## config.mk

```make
export PLATFORM = sky130hd
export DESIGN_NAME = three_wire_serial_master
export DESIGN_NICKNAME = d
export VERILOG_FILES = /design/src/design/twsm_pkg.sv /design/src/design/three_wire_serial_master.sv
export SDC_FILE = /design/constraint.sdc
export NUM_CORES = 1
export LEC_CHECK = 0
export BUFFER_PORTS_ARGS = -buffer_cell sky130_fd_sc_hd__buf_2
export CAP_MARGIN = 20
export CORE_MARGIN = 4
export CORE_UTILIZATION = 40
export CTS_CLUSTER_DIAMETER = 100
export DETAILED_ROUTE_END_ITERATION = 8
export GPL_TIMING_DRIVEN = 0
export SYNTH_ARGS = -nofsm -noshare
export SYNTH_HDL_FRONTEND = slang
export SYNTH_SLANG_ARGS = --single-unit
```

## constraint.sdc

```tcl
create_clock -name i_clk -period 10.2 [get_ports i_clk]
set_clock_uncertainty 0.2 [all_clocks]
set_input_delay 0.51 -clock i_clk [delete_from_list [all_inputs] [get_ports i_clk]]
set_output_delay 0.51 -clock i_clk [all_outputs]
set_load 0.005 [all_outputs]
```

## src/design/twsm_pkg.sv

```systemverilog
package twsm_pkg;

    // Longest read burst, in bytes
    localparam int BURST_MAX = 64;

    // Field widths
    localparam int ADDR_W  = 7;
    localparam int BYTE_W  = 8;
    localparam int COUNT_W = 7;
    localparam int KIND_W  = 2;

    // Stream widths
    localparam int IN_DATA_W  = 24;
    localparam int OUT_DATA_W = 16;

    // Command codes carried in the input tuser
    typedef enum logic [KIND_W-1:0] {
        KIND_TICK  = 2'd0,
        KIND_WRITE = 2'd1,
        KIND_READ  = 2'd2,
        KIND_SPARE = 2'd3
    } t_kind;

    // One result beat
    typedef struct packed {
        logic              busy_res;
        logic              last_byte;
        logic              byte_valid;
        logic [BYTE_W-1:0] read_byte;
        logic              sda_drive;
        logic              sda_out;
        logic              scl_level;
        logic              cs_active;
    } t_result;

endpackage

```

## src/design/three_wire_serial_master.sv

```systemverilog
// Three-wire half-duplex serial master. Each input beat is one tick of the bit
// timing and yields exactly one result beat with the pin levels for that tick;
// the block takes one beat per clock cycle while at most one result waits in
// its two-entry output stage. kind 1 starts a write (address with
// bit 7 set, then one data byte), kind 2 starts a read (address with bit 7
// clear, then read_count bytes gathered, 0 taken as 1 and counts above
// BURST_MAX clamped to it); starts arriving while busy are treated as plain
// ticks. Every bit spends half_period ticks low (data changes) and half_period
// ticks high, with read data sampled on the last high tick; half_period 0 acts
// as 1. Write half_period (APB address 0) only while the block is idle.
module three_wire_serial_master (
    input  logic                               i_clk,
    input  logic                               i_rst_n,
    // s_axis tdata: reg_address[6:0], write_data[14:7], read_count[21:15],
    // sda_in[22], zero[23]
    input  logic                               i_s_axis_tvalid,
    output logic                               o_s_axis_tready,
    input  logic [twsm_pkg::IN_DATA_W-1:0]     i_s_axis_tdata,
    // s_axis tuser: kind[1:0]
    input  logic [twsm_pkg::KIND_W-1:0]        i_s_axis_tuser,
    // m_axis tdata: cs_active[0], scl_level[1], sda_out[2], sda_drive[3],
    // read_byte[11:4], busy_res[12], zero[15:13]
    output logic                               o_m_axis_tvalid,
    input  logic                               i_m_axis_tready,
    output logic [twsm_pkg::OUT_DATA_W-1:0]    o_m_axis_tdata,
    // m_axis tuser: byte_valid[0]
    output logic                               o_m_axis_tuser,
    // m_axis tlast: last_byte
    output logic                               o_m_axis_tlast,
    input  logic                               i_psel,
    input  logic                               i_penable,
    input  logic                               i_pwrite,
    input  logic [2:0]                         i_paddr,
    input  logic [31:0]                        i_pwdata,
    output logic [31:0]                        o_prdata,
    output logic                               o_pready
);
    import twsm_pkg::*;

    typedef enum logic [1:0] {
        PH_IDLE  = 2'd0,
        PH_ADDR  = 2'd1,
        PH_WDATA = 2'd2,
        PH_RDATA = 2'd3
    } t_phase;

    t_phase             r_phase, n_phase;
    logic               r_is_read, n_is_read;
    logic [2:0]         r_bit_counter, n_bit_counter;
    logic [COUNT_W-1:0] r_bytes_left, n_bytes_left;
    logic [BYTE_W-1:0]  r_shift_reg, n_shift_reg;
    logic [BYTE_W-1:0]  r_pending, n_pending;
    logic [7:0]         r_tick_div, n_tick_div;
    logic               r_clock_high, n_clock_high;
    logic [7:0]         r_half_period;

    logic               r_out_valid, r_skid_valid;
    t_result            r_out, r_skid, n_result;

    logic               in_beat, out_beat, cfg_write;
    t_kind              in_kind;
    logic [ADDR_W-1:0]  in_addr;
    logic [BYTE_W-1:0]  in_wdata;
    logic [COUNT_W-1:0] in_count, clamped_count;
    logic               in_sda;
    logic [7:0]         eff_half;
    logic [8:0]         tick_sum;
    logic               drive;

    // Unpack the input beat
    assign in_kind  = t_kind'(i_s_axis_tuser);
    assign in_addr  = i_s_axis_tdata[6:0];
    assign in_wdata = i_s_axis_tdata[14:7];
    assign in_count = i_s_axis_tdata[21:15];
    assign in_sda   = i_s_axis_tdata[22];

    assign in_beat  = i_s_axis_tvalid && o_s_axis_tready;
    assign out_beat = r_out_valid && i_m_axis_tready;
    assign o_s_axis_tready = !r_skid_valid;

    // Configuration port
    assign o_pready  = 1'b1;
    assign cfg_write = i_psel && i_penable && i_pwrite && o_pready;
    assign o_prdata  = (i_paddr[2] == 1'b0) ? {24'd0, r_half_period} : 32'd0;

    assign eff_half = (r_half_period == 8'd0) ? 8'd1 : r_half_period;

    // Clamp the read length into one to BURST_MAX
    always_comb begin
        clamped_count = in_count;
        if (in_count == '0)
            clamped_count = COUNT_W'(1);
        else if (in_count > COUNT_W'(BURST_MAX))
            clamped_count = COUNT_W'(BURST_MAX);
    end

    // Advance the transaction by one tick and form its result
    always_comb begin
        n_phase       = r_phase;
        n_is_read     = r_is_read;
        n_bit_counter = r_bit_counter;
        n_bytes_left  = r_bytes_left;
        n_shift_reg   = r_shift_reg;
        n_pending     = r_pending;
        n_tick_div    = r_tick_div;
        n_clock_high  = r_clock_high;
        n_result      = '0;
        drive         = 1'b0;
        tick_sum      = '0;

        // Take a start only while idle
        if (r_phase == PH_IDLE && (in_kind == KIND_WRITE || in_kind == KIND_READ)) begin
            n_is_read     = (in_kind == KIND_READ);
            n_shift_reg   = (in_kind == KIND_READ) ? {1'b0, in_addr} : {1'b1, in_addr};
            n_pending     = in_wdata;
            n_bytes_left  = clamped_count;
            n_phase       = PH_ADDR;
            n_clock_high  = 1'b0;
            n_tick_div    = '0;
            n_bit_counter = '0;
        end

        if (n_phase == PH_IDLE) begin
            n_result.scl_level = 1'b1;
        end else begin
            drive               = (n_phase != PH_RDATA);
            n_result.cs_active  = 1'b1;
            n_result.scl_level  = n_clock_high;
            n_result.sda_out    = drive & n_shift_reg[BYTE_W-1];
            n_result.sda_drive  = drive;
            n_result.busy_res   = 1'b1;

            tick_sum = {1'b0, n_tick_div} + 9'd1;
            if (tick_sum >= {1'b0, eff_half}) begin
                n_tick_div = '0;
                if (!n_clock_high) begin
                    n_clock_high = 1'b1;
                end else begin
                    // End of the high half: shift, sample on reads
                    n_clock_high  = 1'b0;
                    n_shift_reg   = (n_phase == PH_RDATA) ? {n_shift_reg[BYTE_W-2:0], in_sda}
                                                          : {n_shift_reg[BYTE_W-2:0], 1'b0};
                    n_bit_counter = n_bit_counter + 3'd1;
                    if (n_bit_counter == 3'd0) begin
                        case (n_phase)
                            PH_ADDR: begin
                                if (n_is_read) begin
                                    n_phase     = PH_RDATA;
                                    n_shift_reg = '0;
                                end else begin
                                    n_phase     = PH_WDATA;
                                    n_shift_reg = n_pending;
                                end
                            end
                            PH_WDATA: begin
                                n_phase      = PH_IDLE;
                                n_clock_high = 1'b1;
                            end
                            PH_RDATA: begin
                                n_result.byte_valid = 1'b1;
                                n_result.read_byte  = n_shift_reg;
                                if (n_bytes_left != '0)
                                    n_bytes_left = n_bytes_left - COUNT_W'(1);
                                if (n_bytes_left == '0) begin
                                    n_result.last_byte = 1'b1;
                                    n_phase            = PH_IDLE;
                                    n_clock_high       = 1'b1;
                                end
                            end
                            default: begin
                                n_phase = PH_IDLE;
                            end
                        endcase
                    end
                end
            end else begin
                n_tick_div = tick_sum[7:0];
            end
        end
    end

    // Hold transaction state and the output stage
    always_ff @(posedge i_clk) begin
        if (!i_rst_n) begin
            r_phase       <= PH_IDLE;
            r_is_read     <= 1'b0;
            r_bit_counter <= '0;
            r_bytes_left  <= '0;
            r_shift_reg   <= '0;
            r_pending     <= '0;
            r_tick_div    <= '0;
            r_clock_high  <= 1'b1;
            r_half_period <= 8'd1;
            r_out_valid   <= 1'b0;
            r_skid_valid  <= 1'b0;
        end else begin
            if (cfg_write && i_paddr[2] == 1'b0)
                r_half_period <= i_pwdata[7:0];

            if (in_beat) begin
                r_phase       <= n_phase;
                r_is_read     <= n_is_read;
                r_bit_counter <= n_bit_counter;
                r_bytes_left  <= n_bytes_left;
                r_shift_reg   <= n_shift_reg;
                r_pending     <= n_pending;
                r_tick_div    <= n_tick_div;
                r_clock_high  <= n_clock_high;
            end

            // Output register with a skid entry behind it
            if (!r_out_valid || out_beat) begin
                if (r_skid_valid) begin
                    r_out        <= r_skid;
                    r_out_valid  <= 1'b1;
                    r_skid_valid <= 1'b0;
                end else begin
                    r_out       <= n_result;
                    r_out_valid <= in_beat;
                end
            end else if (in_beat) begin
                r_skid       <= n_result;
                r_skid_valid <= 1'b1;
            end
        end
    end

    // Pack the result beat
    assign o_m_axis_tvalid = r_out_valid;
    assign o_m_axis_tdata  = {3'd0, r_out.busy_res, r_out.read_byte, r_out.sda_drive,
                              r_out.sda_out, r_out.scl_level, r_out.cs_active};
    assign o_m_axis_tuser  = r_out.byte_valid;
    assign o_m_axis_tlast  = r_out.last_byte;

    // A skid entry only exists behind a full output register
    a_skid_behind_out: assert property (@(posedge i_clk) disable iff (!i_rst_n)
        r_skid_valid |-> r_out_valid)
        else $error("skid entry held with empty output register");

    // A start taken while idle leaves the block busy
    a_start_goes_busy: assert property (@(posedge i_clk) disable iff (!i_rst_n)
        (in_beat && r_phase == PH_IDLE && (in_kind == KIND_WRITE || in_kind == KIND_READ))
        |=> (r_phase != PH_IDLE || r_skid_valid || r_out.busy_res))
        else $error("start did not begin a transaction");

    // Last-byte flag only on a received byte
    a_last_needs_byte: assert property (@(posedge i_clk) disable iff (!i_rst_n)
        (o_m_axis_tvalid && o_m_axis_tlast) |-> o_m_axis_tuser)
        else $error("last flag without a received byte");

    // Data line released means no driven level
    a_released_quiet: assert property (@(posedge i_clk) disable iff (!i_rst_n)
        (o_m_axis_tvalid && !o_m_axis_tdata[3]) |-> !o_m_axis_tdata[2])
        else $error("data level shown while line released");

endmodule
```

After elaboration in Yosys (flattened, before gate mapping)

Index checks and enable logic that the tools add are counted.

Register bits after elaboration: 78
Bits of input ports: 68
Output and inout port bits: 53
Logic and storage cells: 120

Add/subtract/negate cells: 3
Magnitude comparators: 2
Eq/ne operators: 6
Muxes and demuxes: 58
Bitwise gates (word level): 4
Reduce and logical (&&, ||, !) cells: 20

Operators by type and width:

| operator                                                              | number |
|---|---|
| 8-bit 2-to-1 mux                                                      | 14 |
| 7-bit 2-to-1 mux                                                      | 14 |
| 10-bit 2-to-1 mux                                                     | 4 |
| 15-bit 2-to-1 mux                                                     | 1 |
| 7-bit logical NOT                                                     | 2 |
| 13-bit 2-to-1 mux                                                     | 1 |
| 1-bit 2-to-1 mux                                                      | 12 |
| 2-bit 2-to-1 mux                                                      | 6 |
| 3-bit 2-to-1 mux                                                      | 4 |
| 8-bit by 1-bit adder with 9-bit output, second input constant         | 1 |
| 9-bit by 8-bit greater-or-equal comparator with 1-bit output          | 1 |
| 8-bit logical NOT                                                     | 1 |
| 7-bit greater-than comparator, second input constant                  | 1 |
| 7-bit nonzero test                                                    | 1 |
| 7-bit by 1-bit subtractor with 7-bit output, second input constant    | 1 |
| 2-bit equality test, second input constant                            | 3 |
| 1-bit logical AND                                                     | 6 |
| 2-bit by 1-bit equality test with 1-bit output, second input constant | 2 |
| 2-bit logical NOT                                                     | 2 |
| 2-bit one-hot mux with 2 select lines                                 | 1 |
| 3-bit by 1-bit adder with 3-bit output, second input constant         | 1 |
| 3-bit logical NOT                                                     | 1 |
| 1-bit inverter                                                        | 3 |
| 3-bit AND reduction                                                   | 1 |
| other kinds (7)                                                       | 9 |

Logic depth before layout (Yosys ltp)

Word-level depth: 19
Depth in mapped cells: 22
Mapped depth without buffers: 17

Worst setup path before layout

OpenSTA, ideal clock, no wires.

Kind: in2reg
Start: input i_s_axis_tuser[0] (netlist bit)
End: register r_out (netlist bit o_m_axis_tuser), data pin
Setup time: 0.269 ns
Arrival: 4.232 ns
Required time: 9.731 ns
Setup slack: 5.499 ns
Stages on the path: 22
Path buffers: 6
Cell sequence: inv_1 > ha_1 > buf_2 > or3_1 > buf_2 > clkbuf_1 > clkbuf_1 > and2_1 > ha_1 > and4_4 > nand3_1 > xor2_1 > nor2_1 > ha_1 > nand4_1 > nor2_1 > o21a_1 > a311oi_4 > a211o_1 > buf_4 > buf_2 > o21ai_0

Longest elaborated chain between the ends: 11
Elaborated cells between the ends (all ways): 20
Those cells by class: add/sub (2); order compare (1); eq/ne (3); mux (10); reduce/logical (4)

Ends and longest elaborated chain:

| what                                                                                         | RTL line                        | RTL |
|---|---|---|
| start: declaration                                                                           | three_wire_serial_master.sv:20  | `input logic [twsm_pkg::KIND_W-1:0] i_s_axis_tuser,` |
| 2-bit by 1-bit equality test with 1-bit output / 2-bit equality test (equally long branches) | three_wire_serial_master.sv:112 | `if (r_phase == PH_IDLE && (in_kind == KIND_WRITE \|\| in_kind == KIND_READ)) begin` |
| 1-bit logical OR (*)                                                                         | three_wire_serial_master.sv:112 |  |
| 1-bit logical AND (*)                                                                        | three_wire_serial_master.sv:112 |  |
| branches (longest 6 deep; another with 8-bit by 1-bit adder with 9-bit output)               | -                               |  |
| 13-bit 2-to-1 mux (*)                                                                        | three_wire_serial_master.sv:123 | `if (n_phase == PH_IDLE) begin` |
| 15-bit 2-to-1 mux (*)                                                                        | three_wire_serial_master.sv:213 | `if (r_skid_valid) begin` |
| end signal: assignment                                                                       | three_wire_serial_master.sv:214 | `r_out <= r_skid;` |
| end signal: assignment                                                                       | three_wire_serial_master.sv:218 | `r_out <= n_result;` |
| end: declaration                                                                             | three_wire_serial_master.sv:58  | `t_result r_out, r_skid, n_result;` |

Every way passes the cells marked *.
A chain may end at the register's enable or synchronous reset.

Worst setup path in the final report

Same ends and word-level chain as after synthesis.

==> results_dict.tcl <==
set metrics [dict create \
    via_count 4367 \
    asyncSetResetFlopFracSynth_pct 0 \
    routed_wl_mm 12.6 \
    status "finished, final reports clean" \
    root_buffer "clkbuf_16" \
    cts.htree.levels 3 \
    synth.top_cell.area_share_pct 20.4 \
    cp-start-kind "input port" \
    synth_edf_count 28 \
    start_util_pct 41.1 \
    dp.cells 796 \
    synth.avg_cell_area_sq_um 8.37 \
    grt_overflow 0 \
    fin_util_pct 49.2 \
    leakagePower_nw 2.25 \
    critPathArrivalTime_ns 5.21 \
    rsz0062_at_grt "no" \
    yosysWarnings 0 \
    synth_most_common_cell "nand2_1" \
    firstDrtPassIters 5 \
    hold_viol 0 \
    worst_slack_ns 4.86 \
    multi_input_area_sq_um 2560 \
    finalSetupViolations 0 \
    slew_viol_final 0 \
    cpMostUsedCell "buf_2" \
    fp-row-count 39 \
    final_layout_size_suffix_gt1_share_pct 21.5 \
    drt_iter0_drc 282 \
    clk_pin_slew_ns 0.06 \
    largest_reg_flops 14 \
    relSlewSlack_pct 53.2 \
    pin_count 121 \
    ant_nets 0 \
    cts.sinks 76 \
    track_usage_pct 19.2 \
    drc 0 \
    path_class "in -> reg" \
    p_per_area_nw_per_um2 152 \
    timing.fmax_mhz 187 \
    ys_seq_area_share_pct 38.2 \
    post-route-period-util_pct 52.3 \
    clock_path_buffers 2 \
    die-area_sq_um 13600 \
    portBuffers 64 \
    cts_tree "built" \
    synth_top_area_cell "dfxtp_1" \
    synth_area_leaders "dfxtp_1, edfxtp_1, nand2_1" \
    peakVddDrop_v 0.000111 \
    dp_hpwl_mm 9.70 \
    grt_pass1_wl_mm 20.7 \
    tightest_slew_ns 0.699 \
    synthTopCellsByCount "nand2_1, dfxtp_1, nor2_1" \
    total_power_mw 0.859 \
    place_congestion 0.944 \
    antenna_found_initial 0 \
    die-height_um 117 \
    largest_register "r_skid" \
    grt_max_degree 15 \
    max_stage_delay_ns 0.43 \
    grt_pass1_vias 4186 \
    ff_latch_area_sq_um 1800 \
    final_nets 747 \
    cts.repair.resized 0 \
    core_sq_um 11500 \
    syn_to_final_growth_pct 19.7 \
    die_x_um 117 \
    numCtsBuffers 9 \
    syn_area_sq_um 4710 \
    crit_required_ns 10.08 \
    post_cts_buffers 0 \
    final.setup.tns_ns 0 \
    fill_cells 1088 \
    maxCapViolations 0 \
    viasPerCell 5.37 \
    clk_latency_ns 0.34 \
    synth_cell_types 75 \
    wl_per_cell_um 15.5 \
    finalNonFillerCells 813 \
    cts.hold.buffers_added 0 \
    synthCells 563 \
    diodes 0 \
    dp_slack_ns 4.54 \
    yosys_register_bits 76 \
    critPathSlowestCell "clkbuf_1" \
    ys.flop_type "dfxtp_1" \
    hold_class "in -> reg" \
    min_period_ns 5.34 \
    critPathMaxFanout 10 \
    worstPathCellList "buf_2 -> inv_1 -> ha_1 -> buf_2 -> or3_1 -> buf_2 -> clkbuf_1 -> clkbuf_1 -> and2_1 -> ha_1 -> and4_4 -> nand3_1 -> xor2_1 -> nor2_1 -> ha_1 -> nand4_1 -> nor2_1 -> o21a_1 -> a311oi_4 -> a211o_1 -> buf_4 -> buf_2 -> o21ai_0" \
    crit_path_end_kind "flop" \
]
## cell type report
cell class / instances / area share (%)
multi-input cells: 430 / 45.4
plain buffers: 65 / 6.74
flip-flops and latches: 76 / 31.9
clock buffers: 9 / 3.99
inverters: 18 / 1.20
repair buffers: 65 / 5.81
well taps: 143 / 3.17
clock inverters: 7 / 1.73
## through the flow
step / hold slack (ns) / cell area, sq um
finish: 0.188 / 5640
global route: 0.195 / 5640
CTS: 0.177 / 5630
detailed placement: 0.249 / 5310
global placement: 0.239 / 5310
floorplan: 0.231 / 4810
## final timing paths
check / to / slack (ns) / start / cells after the start
worst max-delay path: o_m_axis_tuser / 4.86 / i_s_axis_tuser[0] / 23
worst min-delay path: r_half_period[0] / 0.19 / i_pwdata[0] / 3
worst max register to register: o_m_axis_tuser / 5.19 / r_phase[0] / 19
worst min register to register: r_half_period[7] / 0.26 / r_half_period[7] / 2
## worst max-delay path: cells and delay by family
family,cells,cell delay [ns]
buffers and inverters,8,1.76
and+or+nand+nor,7,1.06
AOI/OAI and AO/OA,4,0.93
adders and majority gates,3,0.77
xor gates and xnor gates,1,0.15
## power breakdown
part,internal [mW],switching [mW],total (mW)
clock network,0.215,0.128,0.344
registers,0.330,0.00859,0.339
logic,0.0659,0.111,0.177
total,0.611,0.248,0.859
## metal layers
metal / up-vias / GRT usage, % / part of all wire (%) / wire length (um)
met5: - / 0 / 0 / 0
met4: 0 / 7.57 / 2.2 / 274
met3: 26 / 4.56 / 6.7 / 841
met2: 166 / 32.3 / 48 / 6120
met1: 2008 / 23.8 / 43 / 5390
li1: 2167 / - / - / -
## layout by cell type (no fill, tap or decap), drive strengths merged, types with 11 or more instances in the layout
master  count
nand3      38
a21oi      32
clkbuf     33
mux2i      11
nand2      98
inv        20
conb       28
o21ai      24
dfxtp      48
nor2       45
o31ai      11
ha         14
buf       106
edfxtp     28
## logic make-up after synthesis
family / Yosys count / share of synthesized area (%)
other cells: 2 / 0.159
xor+xnor: 7 / 1.30
fa+ha+maj: 14 / 3.72
flops: 76 / 38.2
mux: 17 / 3.77
compound gates: 123 / 18.9
simple gates: 241 / 24.4
buf+inv: 83 / 9.50
Note: power is estimated with default switching activity, not from simulation.
